$ cat src/hdl/mhpq_pkg.sv
// ============================================================================
// mhpq_pkg
// Shared constants and controller/datapath interface types for the max-heap.
// ============================================================================
`default_nettype none

package mhpq_pkg;

    // Heap geometry.
    localparam int CAPACITY = 64;
    localparam int ADDR_W   = $clog2(CAPACITY);
    localparam int CNT_W    = 7;
    localparam int DATA_W   = 32;

    // Most negative value, reported when there is no value to report.
    localparam logic signed [DATA_W-1:0] INT_MIN = {1'b1, {(DATA_W-1){1'b0}}};

    // Operation codes.
    localparam logic OP_INSERT = 1'b0;
    localparam logic OP_REMOVE = 1'b1;

    // Result status codes.
    localparam logic [1:0] STATUS_OK    = 2'd0;
    localparam logic [1:0] STATUS_EMPTY = 2'd1;
    localparam logic [1:0] STATUS_FULL  = 2'd2;

    // Commands from the controller to the datapath.
    typedef struct packed {
        logic       begin_ins;    // start an insert at the first free slot
        logic       begin_rem;    // take the root out and shrink the count
        logic       begin_fault;  // rejected operation, nothing changes
        logic [1:0] fault_code;   // status reported with begin_fault
        logic       rd_parent;    // read the parent of the current slot
        logic       rd_last;      // read the old last entry
        logic       take_last;    // latch the last entry as the moving value
        logic       rd_kids;      // read both children of the current slot
        logic       move_parent;  // parent drops into the slot, go up
        logic       move_child;   // larger child rises into the slot, go down
        logic       put_value;    // moving value settles in the current slot
        logic       load_out;     // capture the result into the output register
    } dp_cmd_t;

    // Status from the datapath to the controller.
    typedef struct packed {
        logic full;       // count equals capacity
        logic empty;      // count is zero
        logic cnt_one;    // exactly one entry stored
        logic pos_zero;   // current slot is the root
        logic up_gt;      // moving value is greater than its parent
        logic kid_in;     // left child lies inside the heap
        logic kid_gt;     // chosen child is greater than the moving value
    } dp_stat_t;

endpackage

`default_nettype wire

$ cat src/hdl/mhpq_datapath.sv
// ============================================================================
// mhpq_datapath
// Heap storage, sift position and value registers, comparators and result.
// ============================================================================
`default_nettype none

module mhpq_datapath (
    input  wire logic                                 clk,
    input  wire logic                                 rst_n,
    input  wire logic signed [mhpq_pkg::DATA_W-1:0]   new_value,
    input  wire mhpq_pkg::dp_cmd_t                    cmd,
    output mhpq_pkg::dp_stat_t                        stat,
    output logic signed [mhpq_pkg::DATA_W-1:0]        removed_value,
    output logic signed [mhpq_pkg::DATA_W-1:0]        top_value,
    output logic        [mhpq_pkg::CNT_W-1:0]         count_now,
    output logic                                      is_empty,
    output logic        [1:0]                         status
);

    localparam int AW = mhpq_pkg::ADDR_W;
    localparam int DW = mhpq_pkg::DATA_W;
    localparam int CW = mhpq_pkg::CNT_W;

    logic signed [DW-1:0] mem [mhpq_pkg::CAPACITY];

    logic        [CW-1:0] count_reg;
    logic        [AW-1:0] pos_reg;
    logic        [AW-1:0] lim_reg;
    logic signed [DW-1:0] val_reg;
    logic signed [DW-1:0] top_reg;
    logic signed [DW-1:0] rem_reg;
    logic        [1:0]    stat_reg;
    logic signed [DW-1:0] rd_a_reg;
    logic signed [DW-1:0] rd_b_reg;

    logic signed [DW-1:0] out_rem_reg;
    logic signed [DW-1:0] out_top_reg;
    logic        [CW-1:0] out_cnt_reg;
    logic                 out_empty_reg;
    logic        [1:0]    out_stat_reg;

    logic        [AW-1:0] parent;
    logic        [AW:0]   left_idx;
    logic        [AW+1:0] right_idx;
    logic                 right_in;
    logic                 pick_right;
    logic signed [DW-1:0] kid_val;
    logic        [AW-1:0] kid_idx;
    logic        [AW-1:0] addr_a;
    logic        [AW-1:0] addr_b;
    logic                 we;
    logic signed [DW-1:0] wdata;

    assign parent    = AW'((pos_reg - 1'b1) >> 1);
    assign left_idx  = {pos_reg, 1'b1};
    assign right_idx = {1'b0, pos_reg, 1'b0} + (AW+2)'(2);
    assign right_in  = right_idx < {2'b00, lim_reg};
    // On a tie the right child wins.
    assign pick_right = right_in && !(rd_a_reg > rd_b_reg);
    assign kid_val    = pick_right ? rd_b_reg : rd_a_reg;
    assign kid_idx    = pick_right ? right_idx[AW-1:0] : left_idx[AW-1:0];

    always_comb
    begin
        addr_a = parent;
        addr_b = right_idx[AW-1:0];
        if (cmd.rd_last)
        begin
            addr_a = lim_reg;
        end
        else if (cmd.rd_kids)
        begin
            addr_a = left_idx[AW-1:0];
        end
        else if (cmd.rd_parent)
        begin
            addr_a = parent;
        end
    end

    always_comb
    begin
        we    = cmd.move_parent | cmd.move_child | cmd.put_value;
        wdata = val_reg;
        if (cmd.move_parent)
        begin
            wdata = rd_a_reg;
        end
        else if (cmd.move_child)
        begin
            wdata = kid_val;
        end
    end

    always_ff @(posedge clk)
    begin
        if (we)
        begin
            mem[pos_reg] <= wdata;
        end
        rd_a_reg <= mem[addr_a];
        rd_b_reg <= mem[addr_b];
    end

    always_ff @(posedge clk or negedge rst_n)
    begin
        if (!rst_n)
        begin
            count_reg <= '0;
        end
        else if (cmd.begin_ins)
        begin
            count_reg <= count_reg + 1'b1;
        end
        else if (cmd.begin_rem)
        begin
            count_reg <= count_reg - 1'b1;
        end
    end

    always_ff @(posedge clk)
    begin
        if (cmd.begin_ins)
        begin
            pos_reg  <= count_reg[AW-1:0];
            val_reg  <= new_value;
            rem_reg  <= mhpq_pkg::INT_MIN;
            stat_reg <= mhpq_pkg::STATUS_OK;
        end
        else if (cmd.begin_rem)
        begin
            lim_reg  <= AW'(count_reg - 1'b1);
            rem_reg  <= top_reg;
            stat_reg <= mhpq_pkg::STATUS_OK;
        end
        else if (cmd.begin_fault)
        begin
            rem_reg  <= mhpq_pkg::INT_MIN;
            stat_reg <= cmd.fault_code;
        end
        else if (cmd.take_last)
        begin
            val_reg <= rd_a_reg;
            pos_reg <= '0;
        end
        else if (cmd.move_parent)
        begin
            pos_reg <= parent;
        end
        else if (cmd.move_child)
        begin
            pos_reg <= kid_idx;
        end

        // The root is mirrored so the top is known without a memory read.
        if (we && (pos_reg == '0))
        begin
            top_reg <= wdata;
        end

        if (cmd.load_out)
        begin
            out_rem_reg   <= rem_reg;
            out_top_reg   <= (count_reg == '0) ? mhpq_pkg::INT_MIN : top_reg;
            out_cnt_reg   <= count_reg;
            out_empty_reg <= (count_reg == '0);
            out_stat_reg  <= stat_reg;
        end
    end

    always_comb
    begin
        stat.full     = (count_reg == CW'(mhpq_pkg::CAPACITY));
        stat.empty    = (count_reg == '0);
        stat.cnt_one  = (count_reg == CW'(1));
        stat.pos_zero = (pos_reg == '0);
        stat.up_gt    = (val_reg > rd_a_reg);
        stat.kid_in   = (left_idx < {1'b0, lim_reg});
        stat.kid_gt   = (kid_val > val_reg);
    end

    assign removed_value = out_rem_reg;
    assign top_value     = out_top_reg;
    assign count_now     = out_cnt_reg;
    assign is_empty      = out_empty_reg;
    assign status        = out_stat_reg;

endmodule

`default_nettype wire

$ cat src/hdl/mhpq_controller.sv
// ============================================================================
// mhpq_controller
// Sequencer for insert and remove, driving the sift loops and the output slot.
// ============================================================================
`default_nettype none

module mhpq_controller (
    input  wire logic                clk,
    input  wire logic                rst_n,
    input  wire logic                in_valid,
    output logic                     in_ready,
    input  wire logic                opcode,
    output logic                     out_valid,
    input  wire logic                out_ready,
    input  wire mhpq_pkg::dp_stat_t  stat,
    output mhpq_pkg::dp_cmd_t        cmd
);

    typedef enum logic [7:0] {
        S_IDLE    = 8'b0000_0001,
        S_UP_RD   = 8'b0000_0010,
        S_UP_CMP  = 8'b0000_0100,
        S_LD_RD   = 8'b0000_1000,
        S_LD_TAKE = 8'b0001_0000,
        S_DN_RD   = 8'b0010_0000,
        S_DN_CMP  = 8'b0100_0000,
        S_RESULT  = 8'b1000_0000
    } state_t;

    state_t state_reg;
    state_t state_next;
    logic   out_valid_reg;
    logic   out_valid_next;

    assign in_ready  = (state_reg == S_IDLE);
    assign out_valid = out_valid_reg;

    always_comb
    begin
        state_next = state_reg;
        cmd        = '0;
        case (state_reg)
            S_IDLE:
            begin
                if (in_valid)
                begin
                    if (opcode == mhpq_pkg::OP_INSERT)
                    begin
                        if (stat.full)
                        begin
                            cmd.begin_fault = 1'b1;
                            cmd.fault_code  = mhpq_pkg::STATUS_FULL;
                            state_next      = S_RESULT;
                        end
                        else
                        begin
                            cmd.begin_ins = 1'b1;
                            state_next    = S_UP_RD;
                        end
                    end
                    else if (stat.empty)
                    begin
                        cmd.begin_fault = 1'b1;
                        cmd.fault_code  = mhpq_pkg::STATUS_EMPTY;
                        state_next      = S_RESULT;
                    end
                    else
                    begin
                        cmd.begin_rem = 1'b1;
                        state_next    = stat.cnt_one ? S_RESULT : S_LD_RD;
                    end
                end
            end
            S_UP_RD:
            begin
                if (stat.pos_zero)
                begin
                    cmd.put_value = 1'b1;
                    state_next    = S_RESULT;
                end
                else
                begin
                    cmd.rd_parent = 1'b1;
                    state_next    = S_UP_CMP;
                end
            end
            S_UP_CMP:
            begin
                if (stat.up_gt)
                begin
                    cmd.move_parent = 1'b1;
                    state_next      = S_UP_RD;
                end
                else
                begin
                    cmd.put_value = 1'b1;
                    state_next    = S_RESULT;
                end
            end
            S_LD_RD:
            begin
                cmd.rd_last = 1'b1;
                state_next  = S_LD_TAKE;
            end
            S_LD_TAKE:
            begin
                cmd.take_last = 1'b1;
                state_next    = S_DN_RD;
            end
            S_DN_RD:
            begin
                if (stat.kid_in)
                begin
                    cmd.rd_kids = 1'b1;
                    state_next  = S_DN_CMP;
                end
                else
                begin
                    cmd.put_value = 1'b1;
                    state_next    = S_RESULT;
                end
            end
            S_DN_CMP:
            begin
                if (stat.kid_gt)
                begin
                    cmd.move_child = 1'b1;
                    state_next     = S_DN_RD;
                end
                else
                begin
                    cmd.put_value = 1'b1;
                    state_next    = S_RESULT;
                end
            end
            S_RESULT:
            begin
                if (!out_valid_reg || out_ready)
                begin
                    cmd.load_out = 1'b1;
                    state_next   = S_IDLE;
                end
            end
            default:
            begin
                state_next = S_IDLE;
            end
        endcase
    end

    always_comb
    begin
        out_valid_next = out_valid_reg;
        if (cmd.load_out)
        begin
            out_valid_next = 1'b1;
        end
        else if (out_ready)
        begin
            out_valid_next = 1'b0;
        end
    end

    always_ff @(posedge clk or negedge rst_n)
    begin
        if (!rst_n)
        begin
            state_reg     <= S_IDLE;
            out_valid_reg <= 1'b0;
        end
        else
        begin
            state_reg     <= state_next;
            out_valid_reg <= out_valid_next;
        end
    end

endmodule

`default_nettype wire

$ cat src/hdl/max_heap_priority_queue_core.sv
// ============================================================================
// max_heap_priority_queue_core
// Binary max-heap priority queue of signed 32-bit values with stream ports.
// ============================================================================
//
//  Channel  Dir  Width        Contents
//  s_*      in   tdata 32     new_value; tuser 1: opcode (0 insert, 1 remove)
//  m_*      out  tdata 72     removed_value, top_value, count_now, is_empty;
//                tuser 2      status (0 ok, 1 remove on empty, 2 full drop)
//
// An insert puts the new value in the first free slot and sifts it up past each
// smaller parent; a removal takes the root out, moves the old last entry to the
// root and sifts it down past the larger child. Rejected operations and a
// removal of the only entry go straight to the result. Reset clears the entry
// count and the output slot; the heap memory needs no clearing. A stalled
// result waits in the output register while the next transaction is worked on.
//
`default_nettype none

module max_heap_priority_queue_core (
    input  wire logic        clk,
    input  wire logic        rst_n,
    input  wire logic        s_tvalid,
    output logic             s_tready,
    input  wire logic [31:0] s_tdata,   // [31:0] new_value
    input  wire logic [0:0]  s_tuser,   // [0] opcode
    output logic             m_tvalid,
    input  wire logic        m_tready,
    output logic [71:0]      m_tdata,   // [31:0] removed_value, [63:32] top_value,
                                        // [70:64] count_now, [71] is_empty
    output logic [1:0]       m_tuser    // [1:0] status
);

    mhpq_pkg::dp_cmd_t  cmd;
    mhpq_pkg::dp_stat_t stat;

    logic signed [mhpq_pkg::DATA_W-1:0] removed_value;
    logic signed [mhpq_pkg::DATA_W-1:0] top_value;
    logic        [mhpq_pkg::CNT_W-1:0]  count_now;
    logic                               is_empty;
    logic        [1:0]                  status;

    // The controller sequences each transaction; the datapath holds the heap.
    mhpq_controller u_ctrl (
        .clk       (clk),
        .rst_n     (rst_n),
        .in_valid  (s_tvalid),
        .in_ready  (s_tready),
        .opcode    (s_tuser[0]),
        .out_valid (m_tvalid),
        .out_ready (m_tready),
        .stat      (stat),
        .cmd       (cmd)
    );

    mhpq_datapath u_dp (
        .clk           (clk),
        .rst_n         (rst_n),
        .new_value     (s_tdata),
        .cmd           (cmd),
        .stat          (stat),
        .removed_value (removed_value),
        .top_value     (top_value),
        .count_now     (count_now),
        .is_empty      (is_empty),
        .status        (status)
    );

    // Result fields packed from the lowest bit up; 72 bits fill nine bytes.
    assign m_tdata = {is_empty, count_now, top_value, removed_value};
    assign m_tuser = status;

endmodule

`default_nettype wire
$ cat config.mk
export PLATFORM = sky130hd
export DESIGN_NAME = max_heap_priority_queue_core
export DESIGN_NICKNAME = d
export VERILOG_FILES = /design/src/hdl/mhpq_pkg.sv /design/src/hdl/mhpq_datapath.sv /design/src/hdl/mhpq_controller.sv /design/src/hdl/max_heap_priority_queue_core.sv
export SDC_FILE = /design/constraint.sdc
export NUM_CORES = 2
export LEC_CHECK = 0
export BUFFER_PORTS_ARGS = -buffer_cell sky130_fd_sc_hd__buf_4
export CORE_UTILIZATION = 40
export DETAILED_ROUTE_END_ITERATION = 10
export HOLD_SLACK_MARGIN = 0.05
export PLACE_DENSITY_LB_ADDON = 0.2
export SETUP_SLACK_MARGIN = 0.4
export SYNTH_ARGS = -nofsm -noshare
export SYNTH_HDL_FRONTEND = slang
export SYNTH_SLANG_ARGS = --single-unit
$ cat constraint.sdc
create_clock -name clk -period 24.4 [get_ports clk]
set_clock_uncertainty 0.05 [all_clocks]
set_input_delay 2.44 -clock clk [delete_from_list [all_inputs] [get_ports clk]]
set_output_delay 2.44 -clock clk [all_outputs]
set_load 0.02 [all_outputs]
# Word-level counts from Yosys, hierarchy flattened
# Memory sizes are Yosys's and may differ from the RTL's. A register that Yosys moved wholly into a read port is not among the register bits.
# Cells that the tools add are included.
[totals]
rom_bits = 0
ff_bits = 200
input_bits = 37
wordCells = 117
mem_bits_rw = 2048
latchBits = 0
memories = 1
out_inout_bits = 76
[memory_table]
columns = ["memory", "depth", "width", "read_ports", "rd_clocked_by_memory_dff", "write_ports", "line", "text"]
rows = [
  ["u_dp.mem", 64, 32, 2, 2, 1, "mhpq_datapath.sv:24", "logic signed [DW-1:0] mem [mhpq_pkg::CAPACITY];"],
]
[op_classes]
n_reduce_logical = 17
addsub = 4
muxes = 59
eq_ne = 14
mul = 0
n_shift = 0
bitwise = 3
n_div = 0
magnitude_cmp = 5
[ops]
columns = ["operator", "n"]
rows = [
  ["2-to-1 mux 32 bit", 9],
  ["> comparator 32 bit", 3],
  ["2-to-1 mux 8 bit", 10],
  ["case mux 8 bit (8 select lines)", 1],
  ["2-to-1 mux 6 bit", 9],
  ["2-to-1 mux 1 bit", 22],
  ["2-to-1 mux 7 bit", 2],
  ["2-to-1 mux 5 bit", 2],
  ["2-to-1 mux 3 bit", 3],
  ["adder 7 x 2 -> 8 bit (second input constant)", 1],
  ["equality test 8 x 1 -> 1 bit (second input constant)", 1],
  ["equality test 8 x 2 -> 1 bit (second input constant)", 1],
  ["equality test 8 x 3 -> 1 bit (second input constant)", 1],
  ["equality test 8 x 4 -> 1 bit (second input constant)", 1],
  ["equality test 8 x 5 -> 1 bit (second input constant)", 1],
  ["equality test 8 x 6 -> 1 bit (second input constant)", 1],
  ["equality test 8 x 7 -> 1 bit (second input constant)", 1],
  ["equality test 8 bit (second input constant)", 1],
  ["< comparator 8 x 6 -> 1 bit", 1],
  ["nonzero test 2 bit", 4],
  ["adder 7 x 1 -> 7 bit (second input constant)", 1],
  ["equality test 7 x 1 -> 1 bit (second input constant)", 1],
  ["equality test 7 bit (second input constant)", 1],
  ["logical NOT 7 bit", 1],
  ["16 further kinds", 23],
]

# Longest topological paths before layout
[depth]
word_depth = 13
mapped_depth = 29
mapped_depth_nobuf = 23

# Hierarchy
# A second synthesis with hierarchy kept.
[unflattened]
hier_cells = 7469
hier_area_um2 = 100954.3
[by_module_without_submodules]
columns = ["module", "cells_each", "seq_area_each_um2", "area_per_inst_um2", "instances"]
rows = [
  ["mhpq_datapath", 7402, 68140.4, 100307.5, 1],
  ["mhpq_controller", 66, 226.5, 639.4, 1],
  ["max_heap_priority_queue_core", 1, 0.0, 7.5, 1],
]

# Least setup slack after synthesis
# OpenSTA, ideal clock, no wires.
[synth_path]
path_type = "flip-flop to flip-flop"
startpoint = "reg u_dp.pos_reg[0]"
endpoint = "mem u_dp.mem[0][10] (netlist name), data pin"
arrival_ns = 7.295
setup_time_ns = 0.554
n_path_buf = 6
t_required_ns = 23.796
path_stages_with_launch = 28
path_slack_ns = 16.502
synth_period_minus_slack_ns = 7.898
cell_sequence = "edfxtp_1 > clkbuf_1 > clkbuf_1 > buf_1 > inv_1 > ha_1 > ha_1 > o21a_1 > o21ai_0 > a21o_1 > nand2_1 > o31a_1 > nand2_1 > clkbuf_1 > buf_1 > nand2_1 > o21ai_0 > ha_1 > a21o_1 > a21o_1 > a21oi_1 > o21ai_0 > a211oi_1 > o2bb2ai_1 > nand4_1 > clkbuf_1 > o22ai_1 > a21oi_1"
[synth_via]
elab_chain_len = 9
[synth_lines]
columns = ["element", "line", "text"]
rows = [
  ["from (decl)", "mhpq_datapath.sv:27", "logic [AW-1:0] pos_reg;"],
  ["from (signal assigned)", "mhpq_datapath.sv:125", "pos_reg <= count_reg[AW-1:0];"],
  ["from (signal assigned)", "mhpq_datapath.sv:148", "pos_reg <= parent;"],
  ["from (signal assigned)", "mhpq_datapath.sv:152", "pos_reg <= kid_idx;"],
  ["adder 7 x 2 -> 8 bit *", "mhpq_datapath.sv:56", "assign right_idx = {1'b0, pos_reg, 1'b0} + (AW+2)'(2);"],
  ["< comparator 8 x 6 -> 1 bit *", "mhpq_datapath.sv:57", "assign right_in = right_idx < {2'b00, lim_reg};"],
  ["logical AND 1 bit *", "mhpq_datapath.sv:59", "assign pick_right = right_in && !(rd_a_reg > rd_b_reg);"],
  ["2-to-1 mux 32 bit *", "mhpq_datapath.sv:60", "assign kid_val = pick_right ? rd_b_reg : rd_a_reg;"],
  ["> comparator 32 bit", "mhpq_datapath.sv:179", "stat.kid_gt = (kid_val > val_reg);"],
  ["2-to-1 mux 1 bit", "mhpq_controller.sv:125", "if (stat.kid_gt)"],
  ["2-to-1 mux 1 bit", "mhpq_controller.sv:42", "case (state_reg)"],
  ["2-to-1 mux 32 bit *", "mhpq_datapath.sv:89", "else if (cmd.move_child)"],
  ["2-to-1 mux 32 bit *", "mhpq_datapath.sv:85", "if (cmd.move_parent)"],
  ["via u_dp.wdata[10]", "mhpq_datapath.sv:52", "logic signed [DW-1:0] wdata;"],
  ["to (decl)", "mhpq_datapath.sv:24", ""],
]
# Mark *: on every way through the listed nets, which the timed path passes. The rest lies on a longest branch.

# Worst setup path in the final report
[layout_path]
startpoint = "reg u_dp.pos_reg[0]"
endpoint = "mem u_dp.mem[9][2] (netlist name), data pin"
# Same word-level chain as after synthesis.

==> summary.txt <==
Status
  • Status: finished, final reports clean

Floorplan
  • Num rows: 183
  • IO Count: 113
  • Die Ht: 504 um
  • Core box area: 250000 sq um
  • Initial Util: 0.404
  • Die area: 254000 sq um
  • Die width: 504 um

Setup path
  • RR Endpoint: u_dp.mem[9][2]
  • CP Max Fanout: 65
  • Cell mode on critical path: buf_4
  • Reg2reg path depth: 25
  • CP max stage delay: 0.76 ns
  • WS Path Type: flip-flop to flip-flop
  • Nature of the critical path endpoint: flip-flop
  • Crit Reg-Reg Startpoint: u_dp.pos_reg[0]
  • Critical-path top delay cell: a21oi_4
  • Worst setup SP type: flip-flop
  • CP arrival: 9.27 ns
  • FF-to-FF setup slack: 15.74 ns
  • Critical Path RT: 25.01 ns

Synthesis
  • Number of flops mapped to enable cells by yosys: 2198
  • Synthesized flop and latch total: 2312
  • Asr flop ratio synth: 0.00692
  • Mapped Cells: 7473
  • Mapped Avg Cell Area: 13.5 sq um
  • Area leader, netlist: edfxtp_1
  • Post-Syn Area: 101000 sq um
  • Ys Warns: 0
  • Post-synth top area share: 0.655
  • Synth cell types: 84
  • Syn_nets: 7622
  • Synth Flop Type: edfxtp_1
  • Top post-synthesis cells by area: edfxtp_1 (66%), mux4_2 (5.7%), nand2_1 (5.7%)
  • Share of the yosys chip area belonging to registers: 0.679

CTS
  • Clock latency on the worst-skew pair: 0.93 ns
  • Clock slew at reported path FFs: 0.06 ns
  • Post-CTS setup buffer count: 0
  • Clock sink count: 2312
  • Post-cts sizing count: 0
  • Root buf cell: clkbuf_16
  • H-tree levels: 4
  • Clock Tree Buf Depth: 3
  • CTS tree: yes
  • Total CTS buffers: 236
  • Count of hold-fix buffers inserted at cts: 0

Timing
  • Rel. slew slack: 0.121
  • Min cycle time layout: 8.66 ns
  • # setup viols final: 0
  • Slew Limit Fails: 0
  • Tcrit/Tclk final: 0.355
  • Final TNS setup: 0 ns
  • Hold WS: 0.379 ns
  • RSZ-0062 raised after global routing: no
  • Slew of the pin with the lowest slew margin: 1.31 ns
  • Fmax: 115 MHz
  • Final Hold Viols: 0

Placed design
  • Placer Congestion: 0.938
  • Count of input and output buffers: 112
  • DP HPWL: 213000 um

Routing
  • DR WL/cell: 34.9 um
  • DRT Wirelength: 385000 um
  • Initial DRC Count: 11266
  • Vias per Instance: 6.37
  • DRC: 0
  • DRT antenna net count: 0
  • Via count: 70391
  • Number of detailed-route iterations in the first pass: 7

Finish
  • Layout cells sized above 1: 0.142
  • Max FFs per register: 2048
  • Final Util: 0.455
  • Most flops, register: u_dp.mem
  • Nets: 7678
  • Layout Area Growth over Synthesis: 12.9%

Run
  • Number of max-cap violations: 0

Min path
  • Hold endpoint: u_dp.removed_value[22]
  • Hold path start: u_dp.rem_reg[22]
  • HP Class: flip-flop to flip-flop
  • Hold Path Depth: 0

GRT
  • Vias in the first global route: 66438
  • Total grt overflow: 0
  • Total global-route track usage: 0.297
  • Initial antenna violation count: 22
  • First-pass GRT wire length: 529000 um
  • Largest net degree at the start of global routing: 166

Power and ir drop
  • Max VDD drop: 0.000106 V
  • Pwr/cell area: 130 nW/um^2
  • Final Power: 14.7 mW
  • Leakage: 38.8 nW
-- per-layer routing --
layer,vias up,GRT usage,share of wire
li1,28717,-,-
met1,35848,0.403,0.38
met2,4954,0.436,0.43
met3,850,0.0817,0.13
met4,22,0.147,0.055
met5,-,0,0.00035
-- where the power goes --
group | switching [mW] | leakage, nW | total (mW) | internal (mW)
sequential | 0.160 | 20.8 | 4.89 | 4.73
clock | 1.56 | 3.61 | 3.50 | 1.95
combinational | 4.57 | 14.4 | 6.35 | 1.77
-- cell usage in the layout (no fill, tap or decap), drive strengths merged, types with 106 or more instances in the layout --
cell and count:
nor2 137, and3 130, o21ai 300, clkbuf 301, buf 338, nand2 1524, clkinv 106, a21oi 261
inv 124, a211oi 133, mux4 256, edfxtp 2198, a221oi 127, ha 112, a31oi 117, mux2i 227
nand3 684
-- critical path, delay by kind of cell (launching register included) --
family          cells  cell delay [ns]
fa+ha+maj           3             1.12
compound gates      9             2.27
buf+inv             6             2.86
xor+xnor            1             0.15
simple gates        6             1.47
flops               1             0.32
-- cell type report --
| type | count | area (sq um) |
|---|---|---|
| diodes | 4 | 10.0 |
| clock buffers | 301 | 6320 |
| clock inverters | 130 | 1040 |
| fillers | 22163 | 136000 |
| inverters | 117 | 445 |
| multi-input cells | 4524 | 30600 |
| flip-flops and latches | 2312 | 68400 |
| well taps | 3330 | 4170 |
| repair buffers | 338 | 2690 |
-- how the worst max path moves through the flow --
stage                         start  cells after the start  slack (ns)              end
CTS                 u_dp.pos_reg[0]                     25       15.91  u_dp.mem[13][2]
detailed placement  u_dp.pos_reg[0]                     25       15.96   u_dp.mem[0][2]
floorplan           u_dp.pos_reg[0]                     27       16.50  u_dp.mem[0][10]
global placement    u_dp.pos_reg[0]                     25       16.06   u_dp.mem[0][2]
global route        u_dp.pos_reg[0]                     25       15.38  u_dp.mem[13][2]
finish              u_dp.pos_reg[0]                     25       15.74   u_dp.mem[9][2]
-- Yosys cell counts, types with 21 or more instances --
cell	count
buf_1	91
a21o_1	40
a21oi_1	261
o21ai_0	277
nand4_1	45
nor4_1	21
and3_1	130
nand3_1	683
ha_1	112
nor2_1	132
a221oi_1	127
mux4_2	256
nor3_1	28
buf_4	32
buf_2	169
o21ai_1	23
o22ai_1	44
a211oi_1	133
nand2_1	1523
mux2i_1	227
inv_1	117
and2_1	33
a31oi_1	117
a311oi_1	23
dfxtp_1	98
clkbuf_1	219
edfxtp_1	2198
a22o_1	33
-- through the flow --
step | cells | setup WS (ns) | instance area (sq um)
floorplan | 7473 | 16.50 | 101000
global placement | 10621 | 16.06 | 106000
detailed placement | 10621 | 15.96 | 106000
CTS | 11052 | 15.91 | 114000
global route | 11053 | 15.38 | 114000
finish | 11056 | 15.74 | 114000
-- cell families (layout without fill, tap and decap cells) --
group                      count (synthesis)  count (layout)  share of synthesized area
AOI/OAI and AO/OA                       1235            1235                     0.0804
xor gates and xnor gates                  20              20                    0.00174
adders and majority gates                112             112                     0.0139
buffers and inverters                    637             886                     0.0277
DFF                                     2312            2312                      0.679
muxes                                    494             494                     0.0810
other                                      0               4                          0
and+or+nand+nor                         2663            2663                      0.117
No activity file was read; power rests on OpenSTA's default activity.
